==> src/hdl/wlm_pkg.sv <==
// ----------------------------------------------------------------------------
// wlm_pkg
// Types and constants shared by the windowed level meter modules.
// ----------------------------------------------------------------------------
package wlm_pkg;

  typedef struct packed {
    logic               kind;
    logic signed [15:0] primary_sample;
    logic signed [15:0] ref_sample;
    logic               end_of_frame;
  } in_beat_t;

  typedef struct packed {
    logic               report_kind;
    logic [15:0]        level_peak;
    logic [15:0]        level_rms;
    logic [15:0]        far_peak;
    logic [15:0]        ref_rms;
    logic [15:0]        mic_pk_hold_out;
    logic [15:0]        far_pk_hold_out;
    logic [15:0]        mic_rms_top_out;
    logic [15:0]        far_rms_top_out;
    logic signed [15:0] erle_db;
    logic               erle_updated;
    logic signed [15:0] erle_best;
  } out_beat_t;

  // closed window handed from the accumulator to the back end
  typedef struct packed {
    logic        kind;
    logic [63:0] lvl_sum;
    logic [31:0] cnt;
    logic [15:0] lvl_peak;
    logic [63:0] ref_sum;
    logic [15:0] far_peak;
  } job_t;

  localparam logic        KIND_IN      = 1'b0;
  localparam logic        KIND_OUT     = 1'b1;
  localparam logic [15:0] WIN_RESET    = 16'd4000;
  localparam logic [31:0] CNT_MAX      = 32'hFFFF_FFFF;
  localparam logic [29:0] DB_PER_OCT   = 30'd808071242;
  localparam int          QUEUE_DEPTH  = 2;

endpackage

==> src/hdl/wlm_front.sv <==
// ----------------------------------------------------------------------------
// wlm_front
// Per-sample accumulation of squares, peaks and counts; emits closed windows.
// ----------------------------------------------------------------------------
module wlm_front import wlm_pkg::*; (
  input  logic     clk,
  input  logic     rst_n,
  input  logic     cfg_wr_en,
  input  logic [15:0] cfg_wr_data,
  input  logic     acc,
  input  in_beat_t beat,
  output logic     push,
  output job_t     push_job
);

  logic [15:0] win_r;
  logic [63:0] mic_sum_r, ref_sum_r, out_sum_r;
  logic [15:0] mic_pk_r, ref_pk_r, out_pk_r;
  logic [31:0] in_cnt_r, out_cnt_r;

  logic [15:0] pa, ra, win_eff;
  logic signed [31:0] psq_s, rsq_s;
  logic [63:0] psq, rsq;
  logic [15:0] mic_pk_nxt, ref_pk_nxt, out_pk_nxt;
  logic [63:0] mic_sum_nxt, ref_sum_nxt, out_sum_nxt;
  logic [31:0] in_cnt_nxt, out_cnt_nxt, cnt_sel;
  logic        close;

  always_comb begin
    pa = beat.primary_sample[15] ? 16'(-beat.primary_sample) : 16'(beat.primary_sample);
    ra = beat.ref_sample[15] ? 16'(-beat.ref_sample) : 16'(beat.ref_sample);
    psq_s = beat.primary_sample * beat.primary_sample;
    rsq_s = beat.ref_sample * beat.ref_sample;
    psq = {32'b0, psq_s};
    rsq = {32'b0, rsq_s};
    win_eff = (win_r == 16'd0) ? 16'd1 : win_r;
    mic_pk_nxt = (pa > mic_pk_r) ? pa : mic_pk_r;
    ref_pk_nxt = (ra > ref_pk_r) ? ra : ref_pk_r;
    out_pk_nxt = (pa > out_pk_r) ? pa : out_pk_r;
    if (in_cnt_r != CNT_MAX) begin
      mic_sum_nxt = mic_sum_r + psq;
      ref_sum_nxt = ref_sum_r + rsq;
      in_cnt_nxt  = in_cnt_r + 32'd1;
    end else begin
      mic_sum_nxt = mic_sum_r;
      ref_sum_nxt = ref_sum_r;
      in_cnt_nxt  = in_cnt_r;
    end
    if (out_cnt_r != CNT_MAX) begin
      out_sum_nxt = out_sum_r + psq;
      out_cnt_nxt = out_cnt_r + 32'd1;
    end else begin
      out_sum_nxt = out_sum_r;
      out_cnt_nxt = out_cnt_r;
    end
    cnt_sel = (beat.kind == KIND_OUT) ? out_cnt_nxt : in_cnt_nxt;
    close = beat.end_of_frame && (cnt_sel >= {16'b0, win_eff});
    push = acc && close;
    push_job.kind = beat.kind;
    push_job.cnt  = cnt_sel;
    if (beat.kind == KIND_OUT) begin
      push_job.lvl_sum  = out_sum_nxt;
      push_job.lvl_peak = out_pk_nxt;
      push_job.ref_sum  = 64'd0;
      push_job.far_peak = 16'd0;
    end else begin
      push_job.lvl_sum  = mic_sum_nxt;
      push_job.lvl_peak = mic_pk_nxt;
      push_job.ref_sum  = ref_sum_nxt;
      push_job.far_peak = ref_pk_nxt;
    end
  end

  always_ff @(posedge clk) begin
    if (!rst_n) begin
      win_r     <= WIN_RESET;
      mic_sum_r <= '0;
      ref_sum_r <= '0;
      out_sum_r <= '0;
      mic_pk_r  <= '0;
      ref_pk_r  <= '0;
      out_pk_r  <= '0;
      in_cnt_r  <= '0;
      out_cnt_r <= '0;
    end else begin
      if (cfg_wr_en) begin
        win_r <= cfg_wr_data;
      end
      if (acc && beat.kind == KIND_IN) begin
        if (close) begin
          mic_sum_r <= '0;
          ref_sum_r <= '0;
          mic_pk_r  <= '0;
          ref_pk_r  <= '0;
          in_cnt_r  <= '0;
        end else begin
          mic_sum_r <= mic_sum_nxt;
          ref_sum_r <= ref_sum_nxt;
          mic_pk_r  <= mic_pk_nxt;
          ref_pk_r  <= ref_pk_nxt;
          in_cnt_r  <= in_cnt_nxt;
        end
      end
      if (acc && beat.kind == KIND_OUT) begin
        if (close) begin
          out_sum_r <= '0;
          out_pk_r  <= '0;
          out_cnt_r <= '0;
        end else begin
          out_sum_r <= out_sum_nxt;
          out_pk_r  <= out_pk_nxt;
          out_cnt_r <= out_cnt_nxt;
        end
      end
    end
  end

endmodule

==> config.mk <==
export PLATFORM = sky130hd
export DESIGN_NAME = wlm_front
export DESIGN_NICKNAME = d
export VERILOG_FILES = /design/src/hdl/wlm_pkg.sv /design/src/hdl/wlm_front.sv
export SDC_FILE = /design/constraint.sdc
export NUM_CORES = 2
export LEC_CHECK = 0
export BUFFER_PORTS_ARGS = -buffer_cell sky130_fd_sc_hd__buf_2
export CORE_MARGIN = 8
export CORE_UTILIZATION = 55
export CTS_CLUSTER_DIAMETER = 120
export DETAILED_ROUTE_END_ITERATION = 16
export PLACE_DENSITY = 0.73
export SYNTH_ARGS = -nofsm -noshare
export SYNTH_HDL_FRONTEND = slang
export SYNTH_SLANG_ARGS = --single-unit
==> constraint.sdc <==
create_clock -name clk -period 32.9 [get_ports clk]
set_clock_uncertainty 0.15 [all_clocks]
set_input_delay 6.58 -clock clk [delete_from_list [all_inputs] [get_ports clk]]
set_output_delay 6.58 -clock clk [all_outputs]
set_load 0.02 [all_outputs]
==> impl_metrics.ini <==
[floorplan]
num_rows = 103
start_util_pct = 55.44
core_area_um2 = 78740
die_h_um = 297.7
die_x_um = 297.7
die_area_um2 = 88650
io_pins = 248

[timing]
slew_headroom_pct = 20.03
maxSlewViolCount = 0
fin_crit_sh_pct = 69.60
worst_pin_slew_ns = 1.195
layout_min_cycle_time_ns = 22.90
setup_viol = 0
fin_worst_hold_slack_ns = 0.3238
tns_ns = 0
fmax_mhz = 43.67
rsz0062_at_grt = no
hold_violations = 0

[clock_network]
clock_path_buffers = 3
ctsHtreeMaxLevel = 2
clk_pin_slew_ns = 0.05
clockRootBuffer = clkbuf_16
cts_buffers = 40
hold_buffers = 0
cts_tree = yes
cts-resized-gates = 0
postCtsSetupRepairBufs = 0
clock_latency_ns = 0.58
clkSinkCount = 320

[global_route]
met1_usage_pct = 40.68
globalRouteOverflowTotal = 0
met2_usage_pct = 46.25
grt_pass1_vias = 38860
grt_use_met3_pct = 5.439
grtUsageTotal_pct = 29.59
grt_most_used_layer = met2
antenna_found_initial = 2
grt_pass1_wl_mm = 214.6
grt_max_degree = 89

[outcome]
status = finished clean

[worst_hold_path]
hold_path.class = reg -> reg
hold_start = ref_pk_r[13]
holdPathEnd = ref_pk_r[13]
holdPathStages = 1

[detailed_routing]
firstDrtPassIters = 6
vias = 39360
via_per_inst = 5.935
drtIter0Drc = 3682
final_antenna_net_count = 0
drt_wl_total_mm = 133.6
drc = 0
wl_per_cell_um = 20.14

[yosys]
avgSynthCellArea_um2 = 7.948
synth-seq-cells = 320
yosysWarningCount = 0
yosys.area.top_type = fa_1
synth-main-ff-cell = dfxtp_1
synth.distinct_cells = 88
synth.top_cells.by_count = inv_1 (774), nand2_1 (566), nor2_1 (477)
yosys.cell_count.top_type = inv_1
synthCells = 5493
syn_area_um2 = 43660
syn_nets = 6373
synth-async-reset-ratio_pct = 0
synth_top_area_share_pct = 21.78
yosysSeqAreaShare_pct = 14.67
synth_area_leaders = fa_1 (22%), dfxtp_1 (15%), ha_1 (10%)
synth_edf_count = 0

[placed_design]
portBuffers = 247
hpwlAfterDp_mm = 102.0
place.gp.congestion = 0.9746

[cells_and_area]
drive_gt1_share_pct = 7.255
finalNetCount = 6432
diodes = 0
regArea_um2 = 6406
fillers = 7149
multi_input_area_um2 = 33370
syn2layout_area_growth_pct = 7.260

[worst_setup_path]
crit_slowest_cell = or4_1
crit_family = adder cells
cp_max_fo = 34
r2r_start = in_cnt_r[3]
criticalPathCategory = in -> out
slowest_delay_ns = 0.70
critPathRequiredTime_ns = 26.17
cp-start-kind = input port
critPathBufInv = 8
ff2ff_path_depth = 21
crit_path_frequent_cell = fa_1
crit_arrival_ns = 16.17
end_kind = output pin
r2r_end = out_sum_r[24]
r2r_slack_ns = 24.23

[run]
drv_cap = 0
-- area by class of cell --
cell class	count	share of cell area, %
inverters	779	6.247
well taps	1050	2.806
clock buffers	56	2.485
flip-flops and latches	320	13.68
repair buffers	280	3.188
multi-input cells	4131	71.27
clock inverters	16	0.3260
-- worst max path at each step --
stage,startpoint,to,slack [ns],cells past startpoint
floorplan,beat[32],push_job[180],11.19,33
CTS,beat[32],push_job[191],10.17,35
detailed placement,beat[32],push_job[191],10.19,35
finish,beat[32],push_job[191],10.00,33
global placement,beat[32],push_job[191],10.30,35
global route,beat[32],push_job[191],9.42,35
-- per-layer routing --
| layer | routed length [µm] | vias up |
|---|---|---|
| met5 | 16 | - |
| met4 | 5350 | 2 |
| met3 | 11510 | 310 |
| met2 | 59490 | 1642 |
| met1 | 57210 | 18980 |
| li1 | - | 18430 |
-- state kept, by name (all words and copies together), names as in the netlist --
name       count
out_sum_r     64
in_cnt_r      32
ref_sum_r     64
mic_sum_r     64
win_r         16
ref_pk_r      16
out_pk_r      16
mic_pk_r      16
out_cnt_r     32
-- logic make-up after synthesis --
| group | after synthesis | synth area share [%] |
|---|---|---|
| compound gates | 1024 | 15.12 |
| simple gates | 1803 | 19.48 |
| xor+xnor | 411 | 8.246 |
| flops | 320 | 14.67 |
| mux | 67 | 1.542 |
| fa+ha+maj | 826 | 31.84 |
| buf+inv | 1042 | 9.094 |
-- cells in the final DEF, fill, tap and decap left out, types with 146 or more instances in the layout --
cell     Yosys  final
buf_2       16    246
nand3_1    146    146
ha_1       351    351
dfxtp_1    320    320
xnor2_1    278    278
fa_1       475    475
nand2_1    566    564
inv_1      774    773
o21ai_0    225    224
a21oi_1    274    274
nor2_1     477    473
-- metrics by stage --
stage / worst slack [ns] / instance area (µm²) / instances / utilization [%]
after CTS: 10.17 / 46820 / 6632 / 59.47
after global placement: 10.30 / 45510 / 6560 / 57.79
final: 10.00 / 46820 / 6632 / 59.47
after global routing: 9.419 / 46820 / 6632 / 59.47
after detailed placement: 10.19 / 45510 / 6560 / 57.79
after floorplan: 11.19 / 43660 / 5493 / -
Power is not shown: default switching activity piles up to over one toggle a cycle in this logic, so the estimate is an artifact.
