`config.mk`:
```
export PLATFORM = sky130hd
export DESIGN_NAME = wlm_queue
export DESIGN_NICKNAME = d
export VERILOG_FILES = /design/src/hdl/wlm_pkg.sv /design/src/hdl/wlm_queue.sv
export SDC_FILE = /design/constraint.sdc
export NUM_CORES = 1
export LEC_CHECK = 0
export BUFFER_PORTS_ARGS = -buffer_cell sky130_fd_sc_hd__buf_2
export CORE_MARGIN = 2
export CORE_UTILIZATION = 25
export DETAILED_ROUTE_END_ITERATION = 10
export PLACE_DENSITY = 0.4
export SYNTH_ARGS = -nofsm -noshare
export SYNTH_HDL_FRONTEND = slang
export SYNTH_SLANG_ARGS = --single-unit
```
`constraint.sdc`:
```
create_clock -name clk -period 12.1 [get_ports clk]
set_clock_uncertainty 0.2 [all_clocks]
set_input_delay 1.21 -clock clk [delete_from_list [all_inputs] [get_ports clk]]
set_output_delay 1.21 -clock clk [all_outputs]
set_load 0.1 [all_outputs]
```
`src/hdl/wlm_pkg.sv`:
```
// ----------------------------------------------------------------------------
// wlm_pkg
// Types and constants shared by the windowed level meter modules.
// ----------------------------------------------------------------------------
package wlm_pkg;

  typedef struct packed {
    logic               kind;
    logic signed [15:0] primary_sample;
    logic signed [15:0] ref_sample;
    logic               end_of_frame;
  } in_beat_t;

  typedef struct packed {
    logic               report_kind;
    logic [15:0]        level_peak;
    logic [15:0]        level_rms;
    logic [15:0]        far_peak;
    logic [15:0]        ref_rms;
    logic [15:0]        mic_pk_hold_out;
    logic [15:0]        far_pk_hold_out;
    logic [15:0]        mic_rms_top_out;
    logic [15:0]        far_rms_top_out;
    logic signed [15:0] erle_db;
    logic               erle_updated;
    logic signed [15:0] erle_best;
  } out_beat_t;

  // closed window handed from the accumulator to the back end
  typedef struct packed {
    logic        kind;
    logic [63:0] lvl_sum;
    logic [31:0] cnt;
    logic [15:0] lvl_peak;
    logic [63:0] ref_sum;
    logic [15:0] far_peak;
  } job_t;

  localparam logic        KIND_IN      = 1'b0;
  localparam logic        KIND_OUT     = 1'b1;
  localparam logic [15:0] WIN_RESET    = 16'd4000;
  localparam logic [31:0] CNT_MAX      = 32'hFFFF_FFFF;
  localparam logic [29:0] DB_PER_OCT   = 30'd808071242;
  localparam int          QUEUE_DEPTH  = 2;

endpackage

```
`src/hdl/wlm_queue.sv`:
```
// ----------------------------------------------------------------------------
// wlm_queue
// Short FIFO of closed windows between accumulator and back end.
// ----------------------------------------------------------------------------
module wlm_queue import wlm_pkg::*; #(
  parameter int DEPTH = QUEUE_DEPTH
) (
  input  logic clk,
  input  logic rst_n,
  input  logic push,
  input  job_t push_job,
  output logic full,
  input  logic pop,
  output logic q_valid,
  output job_t q_job
);

  localparam int PW = (DEPTH > 1) ? $clog2(DEPTH) : 1;
  localparam int CW = $clog2(DEPTH + 1);

  job_t          mem_r [DEPTH];
  logic [PW-1:0] wp_r, rp_r;
  logic [CW-1:0] cnt_r;

  assign full    = (cnt_r == CW'(DEPTH));
  assign q_valid = (cnt_r != '0);
  assign q_job   = mem_r[rp_r];

  always_ff @(posedge clk) begin
    if (push) begin
      mem_r[wp_r] <= push_job;
    end
  end

  always_ff @(posedge clk) begin
    if (!rst_n) begin
      wp_r  <= '0;
      rp_r  <= '0;
      cnt_r <= '0;
    end else begin
      if (push) begin
        wp_r <= (wp_r == PW'(DEPTH - 1)) ? '0 : wp_r + PW'(1);
      end
      if (pop) begin
        rp_r <= (rp_r == PW'(DEPTH - 1)) ? '0 : rp_r + PW'(1);
      end
      if (push && !pop) begin
        cnt_r <= cnt_r + CW'(1);
      end else if (pop && !push) begin
        cnt_r <= cnt_r - CW'(1);
      end
    end
  end

  a_no_overflow: assert property (@(posedge clk) disable iff (!rst_n)
    push && !pop |-> !full) else $error("queue overflow");
  a_no_underflow: assert property (@(posedge clk) disable iff (!rst_n)
    pop |-> q_valid) else $error("queue underflow");
  a_cnt_range: assert property (@(posedge clk) disable iff (!rst_n)
    cnt_r <= CW'(DEPTH)) else $error("queue count out of range");

endmodule

```
==> impl_metrics.csv, run 1 <==
group,metric,value,unit
logic_synthesis,synthCells,622,
logic_synthesis,synthXorXnorAreaFrac,0.185,%
global_route,grt_max_degree,159,
place,placed_cell_area,0.0170,mm2
floorplan,core_region_area,0.0563,mm2
logic_synthesis,synth-compound-area-share,0.141,%
clock_tree,postCtsHoldBufs,0,
floorplan,ios,392,
clock_tree,post_cts_buffers,0,
timing,worst_pin_slew,1.22,ns
worst_setup_path,path_class,"flip-flop to output pin",
logic_synthesis,yosysTopAreaCell,"edfxtp_1",
logic_synthesis,syn-num-nets,820,
logic_synthesis,synth_commonest_cells,"edfxtp_1 (386), mux2_2 (193), buf_6 (17)",
logic_synthesis,yosysUniqueCellTypes,18,
finish,drive_gt1_share,60.5,%
timing,finalSetupTns,0,ns
detailed_routing,via_per_inst,3.99,
timing,fmax,0.204,GHz
timing,setup_viol,0,
detailed_routing,routed-via-count,7349,
detailed_routing,drc,0,
global_route,globalRoute.totalOverflow,0,
worst_setup_path,cp_max_fo,56,
global_route,antenna_found_initial,8,
floorplan,die_y,242,um
timing,finalCritPeriodShare,40.5,%
logic_synthesis,synth_edf_count,386,
detailed_routing,drt-total-wl,34.2,mm
min_path,worstHoldPathType,"flip-flop to flip-flop",
detailed_routing,drt_iter0_drc,278,
worst_setup_path,crit_required,10.69,ns
place,dp_hpwl,22.3,mm
logic_synthesis,synth_top_family_by_area,"multiplexers",
global_route,grtUsageTotal,11.2,%
finish,stdcell_area,0.0184,mm2
worst_setup_path,crit_path_frequent_cell,"buf_4",
timing,fin_crit,4.90,ns
finish,area_growth_syn_to_layout,29.5,%
clock_tree,h-tree-depth,2,
flow_run,maxCapViolations,0,
clock_tree,numClockSinks,391,
timing,hold_viol_final,0,
floorplan,initial_core_util,25.2,%
logic_synthesis,synthMuxAreaShare,15.3,%
finish,post-route-util,32.7,%
logic_synthesis,synth_flop_cell,"edfxtp_1",
worst_setup_path,slowest_delay,0.77,ns
logic_synthesis,synth_simple_gate_area_share,0.405,%
clock_tree,root_buffer,"clkbuf_16",
logic_synthesis,synth-warning-count,0,
detailed_routing,firstDrtPassIters,6,
outcome,status,"finished clean",
timing,rsz0062_at_grt,"false",
power,p_leak,6.72,nW
logic_synthesis,synth_top_area_share,81.6,%
place,place_ws,7.69,ns
timing,fin_ws,7.20,ns
worst_setup_path,crit_arrival,3.49,ns
logic_synthesis,ys_ff_latch,391,
logic_synthesis,syn_avg_cell_area,22.8,um2
clock_tree,clk_latency,0.57,ns
power,peakVddDrop,0.113,mV
timing,drv_slew,0,
place,gp_congestion,0.722,
power,powerDensity,198,mW/mm2
worst_setup_path,end_kind,"output pin",
logic_synthesis,yosysMostFrequentCell,"edfxtp_1",
timing,relSlewSlack,18.6,%
detailed_routing,final_antenna_net_count,0,
global_route,grt_pass1_vias,7779,
floorplan,fp-row-count,87,
worst_setup_path,crit_chain,"buf_4, buf_4, mux2_2, buf_2",
worst_setup_path,start_kind,"flip-flop",
detailed_routing,route.detailed.wl_per_inst,18.6,um
global_route,grt_pass1_wl,49.2,mm
floorplan,die-width,242,um
logic_synthesis,async_flop_share,0,%
clock_tree,clk_pin_slew,0.06,ns
clock_tree,cts_tree,"done",
clock_tree,cts_resized,0,
floorplan,dieArea,0.0587,mm2
finish,nets,1244,
worst_setup_path,slowest_stage,"buf_4",
place,port_buffers,391,
logic_synthesis,syn-cell-area,0.0142,mm2
clock_tree,clock_path_buffers,3,
logic_synthesis,yosys.area_share.adder,0.0881,%
power,finalPower,3.64,mW
logic_synthesis,synth_area_leaders,"edfxtp_1 (82%), mux2_2 (15%), buf_6 (1.3%)",
logic_synthesis,seq_area_frac_synth,82.3,%
clock_tree,cts_made_buffers,46,
-- per-stage QoR --
step / hold WS [ns] / cells
finish: 0.322 / 1841
CTS: 0.321 / 1838
detailed placement: 0.300 / 1754
floorplan: 0.269 / 622
global placement: 0.294 / 1754
global route: 0.401 / 1840
-- cells in the final DEF (no fill, tap or decap), types with 4 or more instances in the layout --
master | Yosys | final
buf_4 | 2 | 4
clkinv_1 | 0 | 9
clkbuf_1 | 0 | 14
mux2_2 | 193 | 193
clkinv_2 | 0 | 8
edfxtp_1 | 386 | 386
buf_2 | 2 | 391
dfxtp_1 | 5 | 4
clkbuf_16 | 0 | 46
-- routing by layer --
layer / wire (um) / vias to the layer above / global-route usage, %
met1: 13300 / 3666 / 12.7
met3: 3000 / 69 / 5.03
met5: 58 / - / 0
met4: 906 / 10 / 3.85
li1: - / 3354 / -
met2: 16900 / 250 / 18.8
-- sequential cells by signal, indices dropped and copies added, names as in the netlist, named ones only --
signal,count
cnt_r,2
rp_r,1
wp_r,1
mem_r,386
-- final timing paths --
path	from	to	slack [ns]	cells past startpoint
worst max-delay path	flip-flop	q_job[61]	7.20	4
worst min-delay path	cnt_r[1]	cnt_r[1]	0.32	2
worst max register to register	wp_r	mem_r[0][57]	9.56	3
worst min register to register	cnt_r[1]	cnt_r[1]	0.32	2
-- final cells by class --
| cell class | instances | area, um2 |
|---|---|---|
| diodes | 3 | 7.51 |
| clock buffers | 60 | 1200 |
| clock inverters | 24 | 205 |
| fillers | 5556 | 37900 |
| inverters | 1 | 3.75 |
| multi-input cells | 209 | 2300 |
| flip-flops and latches | 391 | 11700 |
| well taps | 756 | 946 |
| repair buffers | 397 | 2030 |
-- kinds of logic (layout without fill, tap and decap cells) --
logic type,after synthesis,in the layout
XOR/XNOR,3,3
AND/OR/NAND/NOR,9,9
buffers and inverters,22,482
multiplexers,193,193
AO/OA/AOI/OAI,3,3
adder cells (fa/ha/maj),1,1
other,0,3
flip-flops,391,391
-- power by group --
part           switching (mW)  total, mW  internal, mW
combinational           0.621      0.759         0.138
sequential             0.0216       1.59          1.57
clock                   0.530       1.29         0.764
total                    1.17       3.64          2.47
-- worst max-delay path: cells and delay by family, from the launching register on --
kind,cells,cell delay [ns]
buffers and inverters,3,1.74
multiplexers,1,0.41
flip-flops,1,0.68
(Power assumes the default switching activity.)
==> inputs of run 2 (changes only) <==
Clock period 12.1 ns to 4.7 ns, I/O delays scaled along.
==> run 2 against run 1 <==
First-iteration DRC count rose by 17%. Via count rose by 10%. Largest power group unchanged. Flip-flop and latch count is the same. Highest routed layer unchanged. Register-to-register slack worse by 7.0 ns. Core utilization is 3.7 points higher. Sequential power increased to 2.6 times the previous value.
==> impl_metrics.csv, run 2 (synthesized netlist as in run 1, its figures left out) <==
group,metric,value,unit
outcome,status,"finished clean",
global_route,globalRouteMet3Util,3.79,%
timing,rsz0062_at_grt,"false",
floorplan,initial_core_util,25.2,%
global_route,grt_pass1_vias,8962,
floorplan,die-width,242,um
detailed_routing,routed-via-count,8113,
detailed_routing,route.detailed.wl_per_inst,16.7,um
timing,finalSetupTns,0,ns
finish,drive_gt1_share,51.9,%
detailed_routing,via_per_inst,3.99,
finish,nets,1441,
worst_setup_path,cp_max_fo,124,
global_route,grt_pass1_wl,52.0,mm
finish,area_growth_syn_to_layout,44.1,%
detailed_routing,final_antenna_net_count,0,
global_route,antenna_found_initial,5,
floorplan,dieArea,0.0587,mm2
detailed_routing,drc,0,
timing,finalCritPeriodShare,66.9,%
finish,largest_reg_flops,386,
clock_tree,clk_pin_slew,0.05,ns
global_route,grtUsageTotal,11.5,%
detailed_routing,drt-total-wl,34.1,mm
global_route,grt_max_degree,125,
floorplan,die_y,242,um
finish,max_flop_register,"mem_r",
global_route,use_met1,13.7,%
finish,top_regs,"mem_r: 386 flops, cnt_r: 2 flops",
timing,setup_viol,0,
floorplan,ios,392,
worst_setup_path,end_kind,"output pin",
place,dp_hpwl,21.4,mm
timing,fin_crit,3.14,ns
finish,post-route-util,36.4,%
power,powerDensity,470,mW/mm2
detailed_routing,drt_iter0_drc,324,
floorplan,fp-row-count,87,
finish,final_cell_mix,"buf_2 (391), edfxtp_1 (386), dlygate4sd3_1 (194)",
worst_setup_path,crit_arrival,2.47,ns
timing,drv_slew,0,
clock_tree,root_buffer,"clkbuf_16",
clock_tree,cts_made_buffers,46,
clock_tree,clk_latency,0.56,ns
flow_run,maxCapViolations,0,
finish,stdcell_area,0.0205,mm2
global_route,globalRoute.totalOverflow,0,
place,gp_congestion,0.713,
floorplan,core_region_area,0.0563,mm2
timing,worst_pin_slew,0.813,ns
min_path,worstHoldPathType,"input port to flip-flop",
timing,hold_slack,0.0607,ns
worst_setup_path,crit_required,4.03,ns
clock_tree,cts_tree,"done",
global_route,grt_busiest_layer,"met2",
worst_setup_path,path_class,"flip-flop to output pin",
clock_tree,numClockSinks,391,
finish,fillers,5432,
finish,final_common_cell,"buf_2",
worst_setup_path,start_kind,"flip-flop",
timing,hold_viol_final,0,
timing,fmax,0.318,GHz
detailed_routing,firstDrtPassIters,4,
timing,relSlewSlack,45.8,%
clock_tree,h-tree-depth,2,
clock_tree,cts_resized,0,
clock_tree,clock_path_buffers,3,
global_route,gr-usage-met2,19.2,%
place,port_buffers,391,
place,placed_cell_area,0.0170,mm2
power,p_leak,7.59,nW
power,peakVddDrop,0.221,mV
-- run 2: changes by cell type in the layout (fill, tap and decap cells not counted), sizes merged --
cell,delta
inv,-1
clkbuf,+2
clkinv,-2
clkinvlp,-1
dlygate4sd3,+194
diode,-1
buf,+3
-- run 2: final timing paths --
path / startpoint / to / slack [ns] / cells after the start
setup / recovery: flip-flop / q_job[40] / 1.56 / 3
hold / removal: pop / rp_r / 0.06 / 3
setup reg to reg: wp_r / mem_r[1][33] / 2.57 / 2
hold reg to reg: cnt_r[1] / cnt_r[1] / 0.31 / 2
-- run 2: repair_timing --
| action | CTS | global route |
|---|---|---|
| hold buffers | 194 | 0 |
| hold endpoints to repair | 391 | 0 |
| setup buffers | 0 | 0 |
-- run 2: metrics by stage --
step | instances | total power, mW | setup slack, ns
2_1_floorplan | 622 | 5.80 | 0.695
5_1_grt | 2034 | 9.99 | 1.41
3_3_place_gp | 1757 | 6.14 | 2.08
3_5_place_dp | 1757 | 6.15 | 2.08
4_1_cts | 2033 | 9.80 | 1.45
6_report | 2035 | 9.63 | 1.56
-- run 2: metal layers --
layer  wire length, um  vias to the layer above  share of wire, %
li1                  -                     3742                 -
met1             14100                     4040                41
met2             16600                      260                49
met3              2510                       65               7.4
met4               885                        6               2.6
met5                25                        -             0.073
-- run 2: critical path, stage by stage, from the launching register on --
cell     delay [ns]
dfxtp_4        0.46
buf_12         0.56
mux2_2         0.30
buf_2          0.44
-- run 2: area by class of cell --
class	count	area (um2)	share of cell area, %
antenna	2	5.00	0.0245
clock buffer	62	1270	6.22
clock inverter	20	203	0.990
inverter	1	3.75	0.0183
multi-input combinational	209	2300	11.2
sequential	391	11700	57.1
tap	756	946	4.62
timing repair buffer	594	4040	19.7
-- run 2: where the power goes --
| part | leakage [nW] | internal (mW) | switching, mW |
|---|---|---|---|
| combinational | 3.20 | 0.470 | 1.64 |
| sequential | 3.66 | 4.03 | 0.0426 |
| clock | 0.725 | 2.06 | 1.38 |
| total | 7.59 | 6.57 | 3.06 |
