--- config.mk ---
export PLATFORM = sky130hd
export DESIGN_NAME = wlm_back
export DESIGN_NICKNAME = d
export VERILOG_FILES = /design/src/hdl/wlm_pkg.sv /design/src/hdl/wlm_back.sv
export SDC_FILE = /design/constraint.sdc
export NUM_CORES = 2
export LEC_CHECK = 0
export ABC_AREA = 1
export BUFFER_PORTS_ARGS = -buffer_cell sky130_fd_sc_hd__clkbuf_2
export CAP_MARGIN = 20
export CELL_PAD_IN_SITES_DETAIL_PLACEMENT = 0
export CELL_PAD_IN_SITES_GLOBAL_PLACEMENT = 2
export CORE_MARGIN = 5
export CORE_UTILIZATION = 30
export CTS_CLUSTER_DIAMETER = 60
export DETAILED_ROUTE_END_ITERATION = 8
export PLACE_DENSITY_LB_ADDON = 0.1
export SLEW_MARGIN = 20
export SYNTH_ARGS = -nofsm -noshare
export SYNTH_HDL_FRONTEND = slang
export SYNTH_SLANG_ARGS = --single-unit
--- constraint.sdc ---
create_clock -name clk -period 25.6 [get_ports clk]
set_clock_uncertainty 0.1 [all_clocks]
set_input_delay 5.12 -clock clk [delete_from_list [all_inputs] [get_ports clk]]
set_output_delay 5.12 -clock clk [all_outputs]
set_load 0.01 [all_outputs]
--- src/hdl/wlm_pkg.sv ---
// ----------------------------------------------------------------------------
// wlm_pkg
// Types and constants shared by the windowed level meter modules.
// ----------------------------------------------------------------------------
package wlm_pkg;

  typedef struct packed {
    logic               kind;
    logic signed [15:0] primary_sample;
    logic signed [15:0] ref_sample;
    logic               end_of_frame;
  } in_beat_t;

  typedef struct packed {
    logic               report_kind;
    logic [15:0]        level_peak;
    logic [15:0]        level_rms;
    logic [15:0]        far_peak;
    logic [15:0]        ref_rms;
    logic [15:0]        mic_pk_hold_out;
    logic [15:0]        far_pk_hold_out;
    logic [15:0]        mic_rms_top_out;
    logic [15:0]        far_rms_top_out;
    logic signed [15:0] erle_db;
    logic               erle_updated;
    logic signed [15:0] erle_best;
  } out_beat_t;

  // closed window handed from the accumulator to the back end
  typedef struct packed {
    logic        kind;
    logic [63:0] lvl_sum;
    logic [31:0] cnt;
    logic [15:0] lvl_peak;
    logic [63:0] ref_sum;
    logic [15:0] far_peak;
  } job_t;

  localparam logic        KIND_IN      = 1'b0;
  localparam logic        KIND_OUT     = 1'b1;
  localparam logic [15:0] WIN_RESET    = 16'd4000;
  localparam logic [31:0] CNT_MAX      = 32'hFFFF_FFFF;
  localparam logic [29:0] DB_PER_OCT   = 30'd808071242;
  localparam int          QUEUE_DEPTH  = 2;

endpackage

--- src/hdl/wlm_back.sv ---
// ----------------------------------------------------------------------------
// wlm_back
// Window close: serial divide, serial square root, log2 by squaring, ERLE,
// session max-holds and the output register.
// ----------------------------------------------------------------------------
module wlm_back import wlm_pkg::*; (
  input  logic      clk,
  input  logic      rst_n,
  input  logic      q_valid,
  input  job_t      q_job,
  output logic      pop,
  output logic      out_valid,
  input  logic      out_stall,
  output out_beat_t out_beat
);

  localparam logic [3:0] ST_IDLE  = 4'd0;
  localparam logic [3:0] ST_DIV   = 4'd1;
  localparam logic [3:0] ST_SQI   = 4'd2;
  localparam logic [3:0] ST_SQRT  = 4'd3;
  localparam logic [3:0] ST_RMS   = 4'd4;
  localparam logic [3:0] ST_LNORM = 4'd5;
  localparam logic [3:0] ST_LMUL  = 4'd6;
  localparam logic [3:0] ST_LSQR  = 4'd7;
  localparam logic [3:0] ST_LACC  = 4'd8;
  localparam logic [3:0] ST_MULH  = 4'd9;
  localparam logic [3:0] ST_MULL  = 4'd10;
  localparam logic [3:0] ST_FIN   = 4'd11;
  localparam logic [3:0] ST_UPD   = 4'd12;
  localparam logic [3:0] ST_EMIT  = 4'd13;

  logic [3:0]  st_r;
  job_t        job_r;
  logic        sel_r;
  logic [5:0]  step_r;
  logic [63:0] dvd_r;
  logic [31:0] rem_r, quot_r, rad_r;
  logic [17:0] srem_r;
  logic [15:0] root_r, lvl_rms_r, ref_rms_r;
  logic [63:0] lx_r, prod_r;
  logic [5:0]  ln_r;
  logic [31:0] lm_r;
  logic [23:0] frac_r;
  logic [1:0]  li_r;
  logic signed [32:0] d_r;
  logic [46:0] ph_r, pl_r;
  logic        upd_r;
  logic [63:0] last_mic_sum_r;
  logic [31:0] last_mic_cnt_r;
  logic [15:0] mic_pk_hold_r, ref_pk_hold_r, mic_rms_top_r, ref_rms_top_r;
  logic signed [15:0] erle_last_r, erle_best_r;
  logic        out_valid_r;
  out_beat_t   out_r;

  logic [32:0] dt, st_t;
  logic        dge;
  logic [19:0] sq_t, sq_trial;
  logic        sge;
  logic [63:0] lop_nxt;
  logic signed [32:0] lres;
  logic        dneg;
  logic [32:0] dabs, amag;
  logic [63:0] tot;
  logic [19:0] q;
  logic signed [15:0] erle_val;
  logic        can_emit, erle_ok;

  always_comb begin
    dt   = {rem_r, dvd_r[63]};
    dge  = dt >= {1'b0, job_r.cnt};
    st_t = dt - {1'b0, job_r.cnt};
    sq_t = {srem_r, rad_r[31:30]};
    sq_trial = {2'b0, root_r, 2'b01};
    sge  = sq_t >= sq_trial;
    case (li_r)
      2'd0:    lop_nxt = {32'b0, last_mic_cnt_r};
      2'd1:    lop_nxt = job_r.lvl_sum;
      default: lop_nxt = {32'b0, job_r.cnt};
    endcase
    lres = 33'(signed'({3'b0, ln_r, frac_r}));
    dneg = d_r[32];
    dabs = dneg ? 33'(-d_r) : 33'(d_r);
    amag = (dabs > 33'h1_0000_0000) ? 33'h1_0000_0000 : dabs;
    tot  = {1'b0, ph_r, 16'b0} + {17'b0, pl_r} + 64'h0000_0800_0000_0000;
    q    = tot[63:44];
    if (dneg) begin
      erle_val = (q > 20'd32768) ? 16'sh8000 : 16'(20'd0 - q);
    end else begin
      erle_val = (q > 20'd32767) ? 16'sh7FFF : 16'(q);
    end
    erle_ok  = (job_r.lvl_sum > {32'b0, job_r.cnt}) &&
               (last_mic_sum_r > {32'b0, last_mic_cnt_r});
    can_emit = !out_valid_r || !out_stall;
    pop      = (st_r == ST_IDLE) && q_valid;
  end

  always_ff @(posedge clk) begin
    if (!rst_n) begin
      st_r           <= ST_IDLE;
      upd_r          <= 1'b0;
      last_mic_sum_r <= '0;
      last_mic_cnt_r <= '0;
      mic_pk_hold_r  <= '0;
      ref_pk_hold_r  <= '0;
      mic_rms_top_r  <= '0;
      ref_rms_top_r  <= '0;
      erle_last_r    <= '0;
      erle_best_r    <= '0;
      out_valid_r    <= 1'b0;
    end else begin
      if (st_r == ST_EMIT && can_emit) begin
        out_valid_r <= 1'b1;
      end else if (!out_stall) begin
        out_valid_r <= 1'b0;
      end
      case (st_r)
        ST_IDLE: begin
          if (q_valid) begin
            job_r  <= q_job;
            dvd_r  <= q_job.lvl_sum;
            rem_r  <= '0;
            quot_r <= '0;
            step_r <= '0;
            sel_r  <= 1'b0;
            upd_r  <= 1'b0;
            st_r   <= ST_DIV;
          end
        end
        ST_DIV: begin
          rem_r  <= dge ? st_t[31:0] : dt[31:0];
          dvd_r  <= {dvd_r[62:0], 1'b0};
          quot_r <= {quot_r[30:0], dge};
          step_r <= step_r + 6'd1;
          if (step_r == 6'd63) begin
            st_r <= ST_SQI;
          end
        end
        ST_SQI: begin
          rad_r  <= quot_r;
          srem_r <= '0;
          root_r <= '0;
          step_r <= '0;
          st_r   <= ST_SQRT;
        end
        ST_SQRT: begin
          srem_r <= sge ? 18'(sq_t - sq_trial) : 18'(sq_t);
          root_r <= {root_r[14:0], sge};
          rad_r  <= {rad_r[29:0], 2'b00};
          step_r <= step_r + 6'd1;
          if (step_r == 6'd15) begin
            st_r <= ST_RMS;
          end
        end
        ST_RMS: begin
          if (sel_r) begin
            ref_rms_r <= root_r;
            st_r      <= ST_UPD;
          end else begin
            lvl_rms_r <= root_r;
            if (job_r.kind == KIND_IN) begin
              sel_r  <= 1'b1;
              dvd_r  <= job_r.ref_sum;
              rem_r  <= '0;
              quot_r <= '0;
              step_r <= '0;
              st_r   <= ST_DIV;
            end else begin
              ref_rms_r <= '0;
              if (erle_ok) begin
                li_r <= 2'd0;
                lx_r <= last_mic_sum_r;
                ln_r <= 6'd63;
                d_r  <= '0;
                st_r <= ST_LNORM;
              end else begin
                st_r <= ST_EMIT;
              end
            end
          end
        end
        ST_LNORM: begin
          if (lx_r == 64'd0) begin
            ln_r   <= '0;
            frac_r <= '0;
            st_r   <= ST_LACC;
          end else if (!lx_r[63]) begin
            lx_r <= {lx_r[62:0], 1'b0};
            ln_r <= ln_r - 6'd1;
          end else begin
            lm_r   <= lx_r[63:32];
            frac_r <= '0;
            step_r <= '0;
            st_r   <= ST_LMUL;
          end
        end
        ST_LMUL: begin
          prod_r <= 64'(lm_r) * 64'(lm_r);
          st_r   <= ST_LSQR;
        end
        ST_LSQR: begin
          frac_r <= {frac_r[22:0], prod_r[63]};
          lm_r   <= prod_r[63] ? prod_r[63:32] : prod_r[62:31];
          step_r <= step_r + 6'd1;
          st_r   <= (step_r == 6'd23) ? ST_LACC : ST_LMUL;
        end
        ST_LACC: begin
          if (li_r == 2'd1 || li_r == 2'd2) begin
            d_r <= d_r - lres;
          end else begin
            d_r <= d_r + lres;
          end
          if (li_r == 2'd3) begin
            st_r <= ST_MULH;
          end else begin
            li_r <= li_r + 2'd1;
            lx_r <= lop_nxt;
            ln_r <= 6'd63;
            st_r <= ST_LNORM;
          end
        end
        ST_MULH: begin
          ph_r <= 47'(amag[32:16]) * 47'(DB_PER_OCT);
          st_r <= ST_MULL;
        end
        ST_MULL: begin
          pl_r <= 47'(amag[15:0]) * 47'(DB_PER_OCT);
          st_r <= ST_FIN;
        end
        ST_FIN: begin
          erle_last_r <= erle_val;
          if (erle_val > erle_best_r) begin
            erle_best_r <= erle_val;
          end
          upd_r <= 1'b1;
          st_r  <= ST_EMIT;
        end
        ST_UPD: begin
          last_mic_sum_r <= job_r.lvl_sum;
          last_mic_cnt_r <= job_r.cnt;
          if (job_r.lvl_peak > mic_pk_hold_r) mic_pk_hold_r <= job_r.lvl_peak;
          if (job_r.far_peak > ref_pk_hold_r) ref_pk_hold_r <= job_r.far_peak;
          if (lvl_rms_r > mic_rms_top_r) mic_rms_top_r <= lvl_rms_r;
          if (ref_rms_r > ref_rms_top_r) ref_rms_top_r <= ref_rms_r;
          st_r <= ST_EMIT;
        end
        ST_EMIT: begin
          if (can_emit) begin
            out_r.report_kind     <= job_r.kind;
            out_r.level_peak      <= job_r.lvl_peak;
            out_r.level_rms       <= lvl_rms_r;
            out_r.far_peak        <= job_r.far_peak;
            out_r.ref_rms         <= ref_rms_r;
            out_r.mic_pk_hold_out <= mic_pk_hold_r;
            out_r.far_pk_hold_out <= ref_pk_hold_r;
            out_r.mic_rms_top_out <= mic_rms_top_r;
            out_r.far_rms_top_out <= ref_rms_top_r;
            out_r.erle_db         <= erle_last_r;
            out_r.erle_updated    <= upd_r;
            out_r.erle_best       <= erle_best_r;
            st_r <= ST_IDLE;
          end
        end
        default: st_r <= ST_IDLE;
      endcase
    end
  end

  assign out_valid = out_valid_r;
  assign out_beat  = out_r;

  a_best_monotonic: assert property (@(posedge clk) disable iff (!rst_n)
    ##1 erle_best_r >= $past(erle_best_r)) else $error("erle best decreased");
  a_upd_only_out: assert property (@(posedge clk) disable iff (!rst_n)
    out_valid_r && out_r.erle_updated |-> out_r.report_kind == KIND_OUT)
    else $error("erle update on input report");
  a_out_ref_zero: assert property (@(posedge clk) disable iff (!rst_n)
    out_valid_r && out_r.report_kind == KIND_OUT |->
      out_r.far_peak == 16'd0 && out_r.ref_rms == 16'd0)
    else $error("ref fields set in output report");

endmodule

==> flow_metrics.py <==
metrics = {
    "die": {
        "dieArea_sq_mm": 0.321,
        "coreArea_sq_mm": 0.309,
        "std_cell_rows": 204,
        "ios": 361,
        "die_h_um": 567,
        "start_util_pct": 30.1,
        "die_w_um": 567,
    },
    "logic_synthesis": {
        "syn_inst": 10200,
        "synth_ff_type": "edfxtp_1",
        "synthAdderAreaFrac_pct": 33.4,
        "synth_edf_count": 857,
        "synth.avg_cell_area_sq_um": 9.13,
        "synth_xor_area_share_pct": 2.18,
        "yosysWarnings": 0,
        "synth-simple-area-share_pct": 13.2,
        "yosys.area.top_type_share_pct": 27.7,
        "synth-seq-cells": 1055,
        "synthTopCellsByArea": "edfxtp_1, fa_1, ha_1",
        "synth.yosys.seq_area_share_pct": 32.0,
        "synth_top_family_by_area": "adder cells",
        "async_flop_share_pct": 0,
        "synth_compound_area_share_pct": 8.59,
        "syn_area_sq_mm": 0.0929,
        "synth_top_area_cell": "edfxtp_1",
        "synthMuxAreaShare_pct": 0.0121,
        "synth_fp_nets": 12300,
        "synth.distinct_cells": 67,
    },
    "routing": {
        "vias": 67500,
        "routedWlPerCell_um": 20.0,
        "via_per_inst": 4.58,
        "drt-initial-drc-count": 3409,
        "drt_pass1_iterations": 7,
        "drt_drc_violations_left": 0,
        "final_antenna_net_count": 0,
        "routed_wl_um": 294000,
    },
    "cts": {
        "cts_resized": 0,
        "tritoncts": "done",
        "hold_buffers": 0,
        "cts_max_level": 4,
        "insertion_delay_ps": 830,
        "clkTransAtPathRegs_ps": 60,
        "clock-sinks": 1055,
        "root_buffer": "clkbuf_16",
        "cts_setup_buffers": 0,
        "numCtsBuffers": 145,
        "cts_buffer_depth": 4,
    },
    "placed_design": {
        "gp_congestion": 0.833,
        "port_buffers": 360,
        "hpwl_um": 234000,
        "place_ws_ps": 14780,
    },
    "worst_setup_path": {
        "r2r_slack_ps": 16450,
        "max_stage_delay_ps": 160,
        "worstPathRequired_ps": 20380,
        "path_buf_inv": 3,
        "critPathLaunchType": "primary input",
        "critical_path.max_fanout": 3,
        "critPathTopFamily": "buffers and inverters",
        "crit_top_cell": "clkbuf_2",
        "cp_slowest_cell": "clkbuf_2",
        "cp.arrival_ps": 5580,
        "crit_chain": "clkbuf_2 -> inv_1 -> nor2_1 -> clkbuf_2",
        "end_kind": "output port",
        "path_class": "in2out",
    },
    "timing": {
        "setup_viol": 0,
        "fin_crit_sh_pct": 42.2,
        "drv_slew": 0,
        "slew_headroom_pct": 30.2,
        "tightest_slew_ps": 1050,
        "rsz0062_at_grt": "no",
        "max_freq_mhz": 92.6,
        "fin_ws_ps": 14800,
        "hold_violations": 0,
        "min_period_ps": 10800,
        "fin_tns_setup_ps": 0,
    },
    "global_routing": {
        "grt_first_pass_wirelength_um": 454000,
        "track_usage_pct": 18.2,
        "grt_antenna_before_repair": 12,
        "first_global_vias": 72700,
        "overflow": 0,
        "grt_max_degree": 93,
    },
    "pwr": {
        "pwr_density_cell_mw_per_mm2": 93.2,
        "ir_drop_mv": 0.122,
        "leakage_nw": 50.4,
        "finalPower_w": 0.00975,
    },
    "status": {
        "status": "finished clean",
    },
    "layout": {
        "area_growth_pct": 12.6,
        "drive_gt1_share_pct": 7.65,
        "fin_nets": 12600,
        "n_fill_cell": 32100,
    },
    "worst_hold_path": {
        "hp-class": "reg2reg",
    },
    "flow_run": {
        "drv_cap": 0,
    },
}
==> layout make-up <==
class                   instances  area, sq um  share of cell area [%]
flip-flops and latches       1055        29700                    28.4
well taps                    4120         5150                    4.93
inverters                    2354         8840                    8.45
clock inverters                66          796                   0.761
diodes                          2         5.00                 0.00478
clock buffers                 188         3970                    3.79
multi-input cells            6502        53500                    51.2
repair buffers                468         2640                    2.52
==> Yosys cell counts (all sizes together) (6+ instances only) <==
master / count
nor4: 52
o21ai: 477
or2: 18
xnor2: 80
dfxtp: 198
a31oi: 64
o21bai: 18
a21o: 23
o221ai: 67
a221oi: 8
nor3: 73
o21a: 31
a22oi: 8
nand3b: 6
nand2: 1793
o211ai: 66
a21boi: 13
edfxtp: 857
fa: 967
nand3: 266
nand4: 75
ha: 936
o2111ai: 12
inv: 2352
o31ai: 6
xor2: 151
a21oi: 585
a211oi: 13
buf: 29
clkbuf: 239
nor2: 665
==> placed cells by master, fill, tap and decap left out, types with 12 or more instances in the layout <==
cell       instances
nor4_1            50
clkbuf_1          30
o21a_1            31
nor2_1           636
nand2_1         1764
clkbuf_16        149
buf_4            106
a31oi_1           63
o21ai_0          448
nor3_1            58
xor2_1           151
xnor2_1           80
a21oi_1          582
o2111ai_1         12
inv_1           2341
nand4_1           75
nor2_4            15
o21bai_1          18
o21ai_1           26
fa_1             967
ha_1             935
edfxtp_1         857
clkbuf_2         359
or2_2             18
nand2_2           25
a21o_1            23
o211ai_1          66
nor3_2            13
clkinv_2          17
nor2_2            14
dfxtp_1          198
nand3_1          255
clkinv_1          12
bufinv_16         14
a211oi_1          13
o221ai_1          67
==> worst register-to-register path, delay by kind of cell, from the launching register on <==
| kind | cells | cell delay [ps] |
|---|---|---|
| AO/OA/AOI/OAI | 5 | 1230 |
| adder cells (fa/ha/maj) | 8 | 3250 |
| XOR/XNOR | 2 | 470 |
| buffers and inverters | 9 | 950 |
| flip-flops | 1 | 460 |
| AND/OR/NAND/NOR | 13 | 2390 |
==> power by group <==
| group | total, W | internal (W) | switching, W | leakage [nW] |
|---|---|---|---|---|
| sequential | 0.00234 | 0.00225 | 0.0000825 | 9.56 |
| combinational | 0.00538 | 0.00176 | 0.00362 | 38.5 |
| clock | 0.00204 | 0.00124 | 0.000795 | 2.31 |
| total | 0.00975 | 0.00525 | 0.00450 | 50.4 |
==> state kept, by name (all words and copies together) (netlist names), 18 cells and up <==
signal,flops
d_r,33
dvd_r,64
frac_r,24
job_r,193
last_mic_cnt_r,32
last_mic_sum_r,64
lm_r,32
lx_r,64
out_beat,162
ph_r,46
pl_r,29
prod_r,33
quot_r,32
rad_r,32
rem_r,32
srem_r,18
==> layer usage <==
layer	routed length (um)	vias up	track usage [%]
li1	-	33100	-
met1	140000	32900	25.6
met2	138000	1231	30.5
met3	11700	261	2.30
met4	5080	0	3.10
met5	0	-	0
==> worst paths after layout <==
check | from | to | depth (start not counted)
worst max-delay path | q_valid | pop | 4
worst min register to register | mic_pk_hold_r[8]$_SDFFE_PN0P_ | out_beat[89]$_DFFE_PP_ | 0
worst max register to register | d_r[0]$_SDFFCE_PN0P_ | ph_r[40]$_DFFE_PP_ | 37
worst min-delay path | mic_pk_hold_r[8]$_SDFFE_PN0P_ | out_beat[89]$_DFFE_PP_ | 0
==> logic make-up (layout without fill, tap and decap cells) <==
| logic type | Yosys count | count (layout) |
|---|---|---|
| compound gates | 1407 | 1407 |
| xor+xnor | 231 | 231 |
| fa+ha+maj | 1903 | 1903 |
| buf+inv | 2624 | 3076 |
| flops | 1055 | 1055 |
| mux | 1 | 1 |
| other cells | 0 | 2 |
| simple gates | 2960 | 2960 |
==> per-stage QoR <==
| stage | cell area, sq um | hold WS [ps] | std cells | utilization (%) |
|---|---|---|---|---|
| after floorplan | 92900 | 303 | 10200 | - |
| after global routing | 105000 | 334 | 14800 | 33.9 |
| final | 105000 | 316 | 14800 | 33.9 |
| after detailed placement | 99800 | 310 | 14500 | 32.3 |
| after global placement | 99800 | 308 | 14500 | 32.3 |
| after CTS | 105000 | 314 | 14800 | 33.9 |
Note: power is estimated with default switching activity, not from simulation.
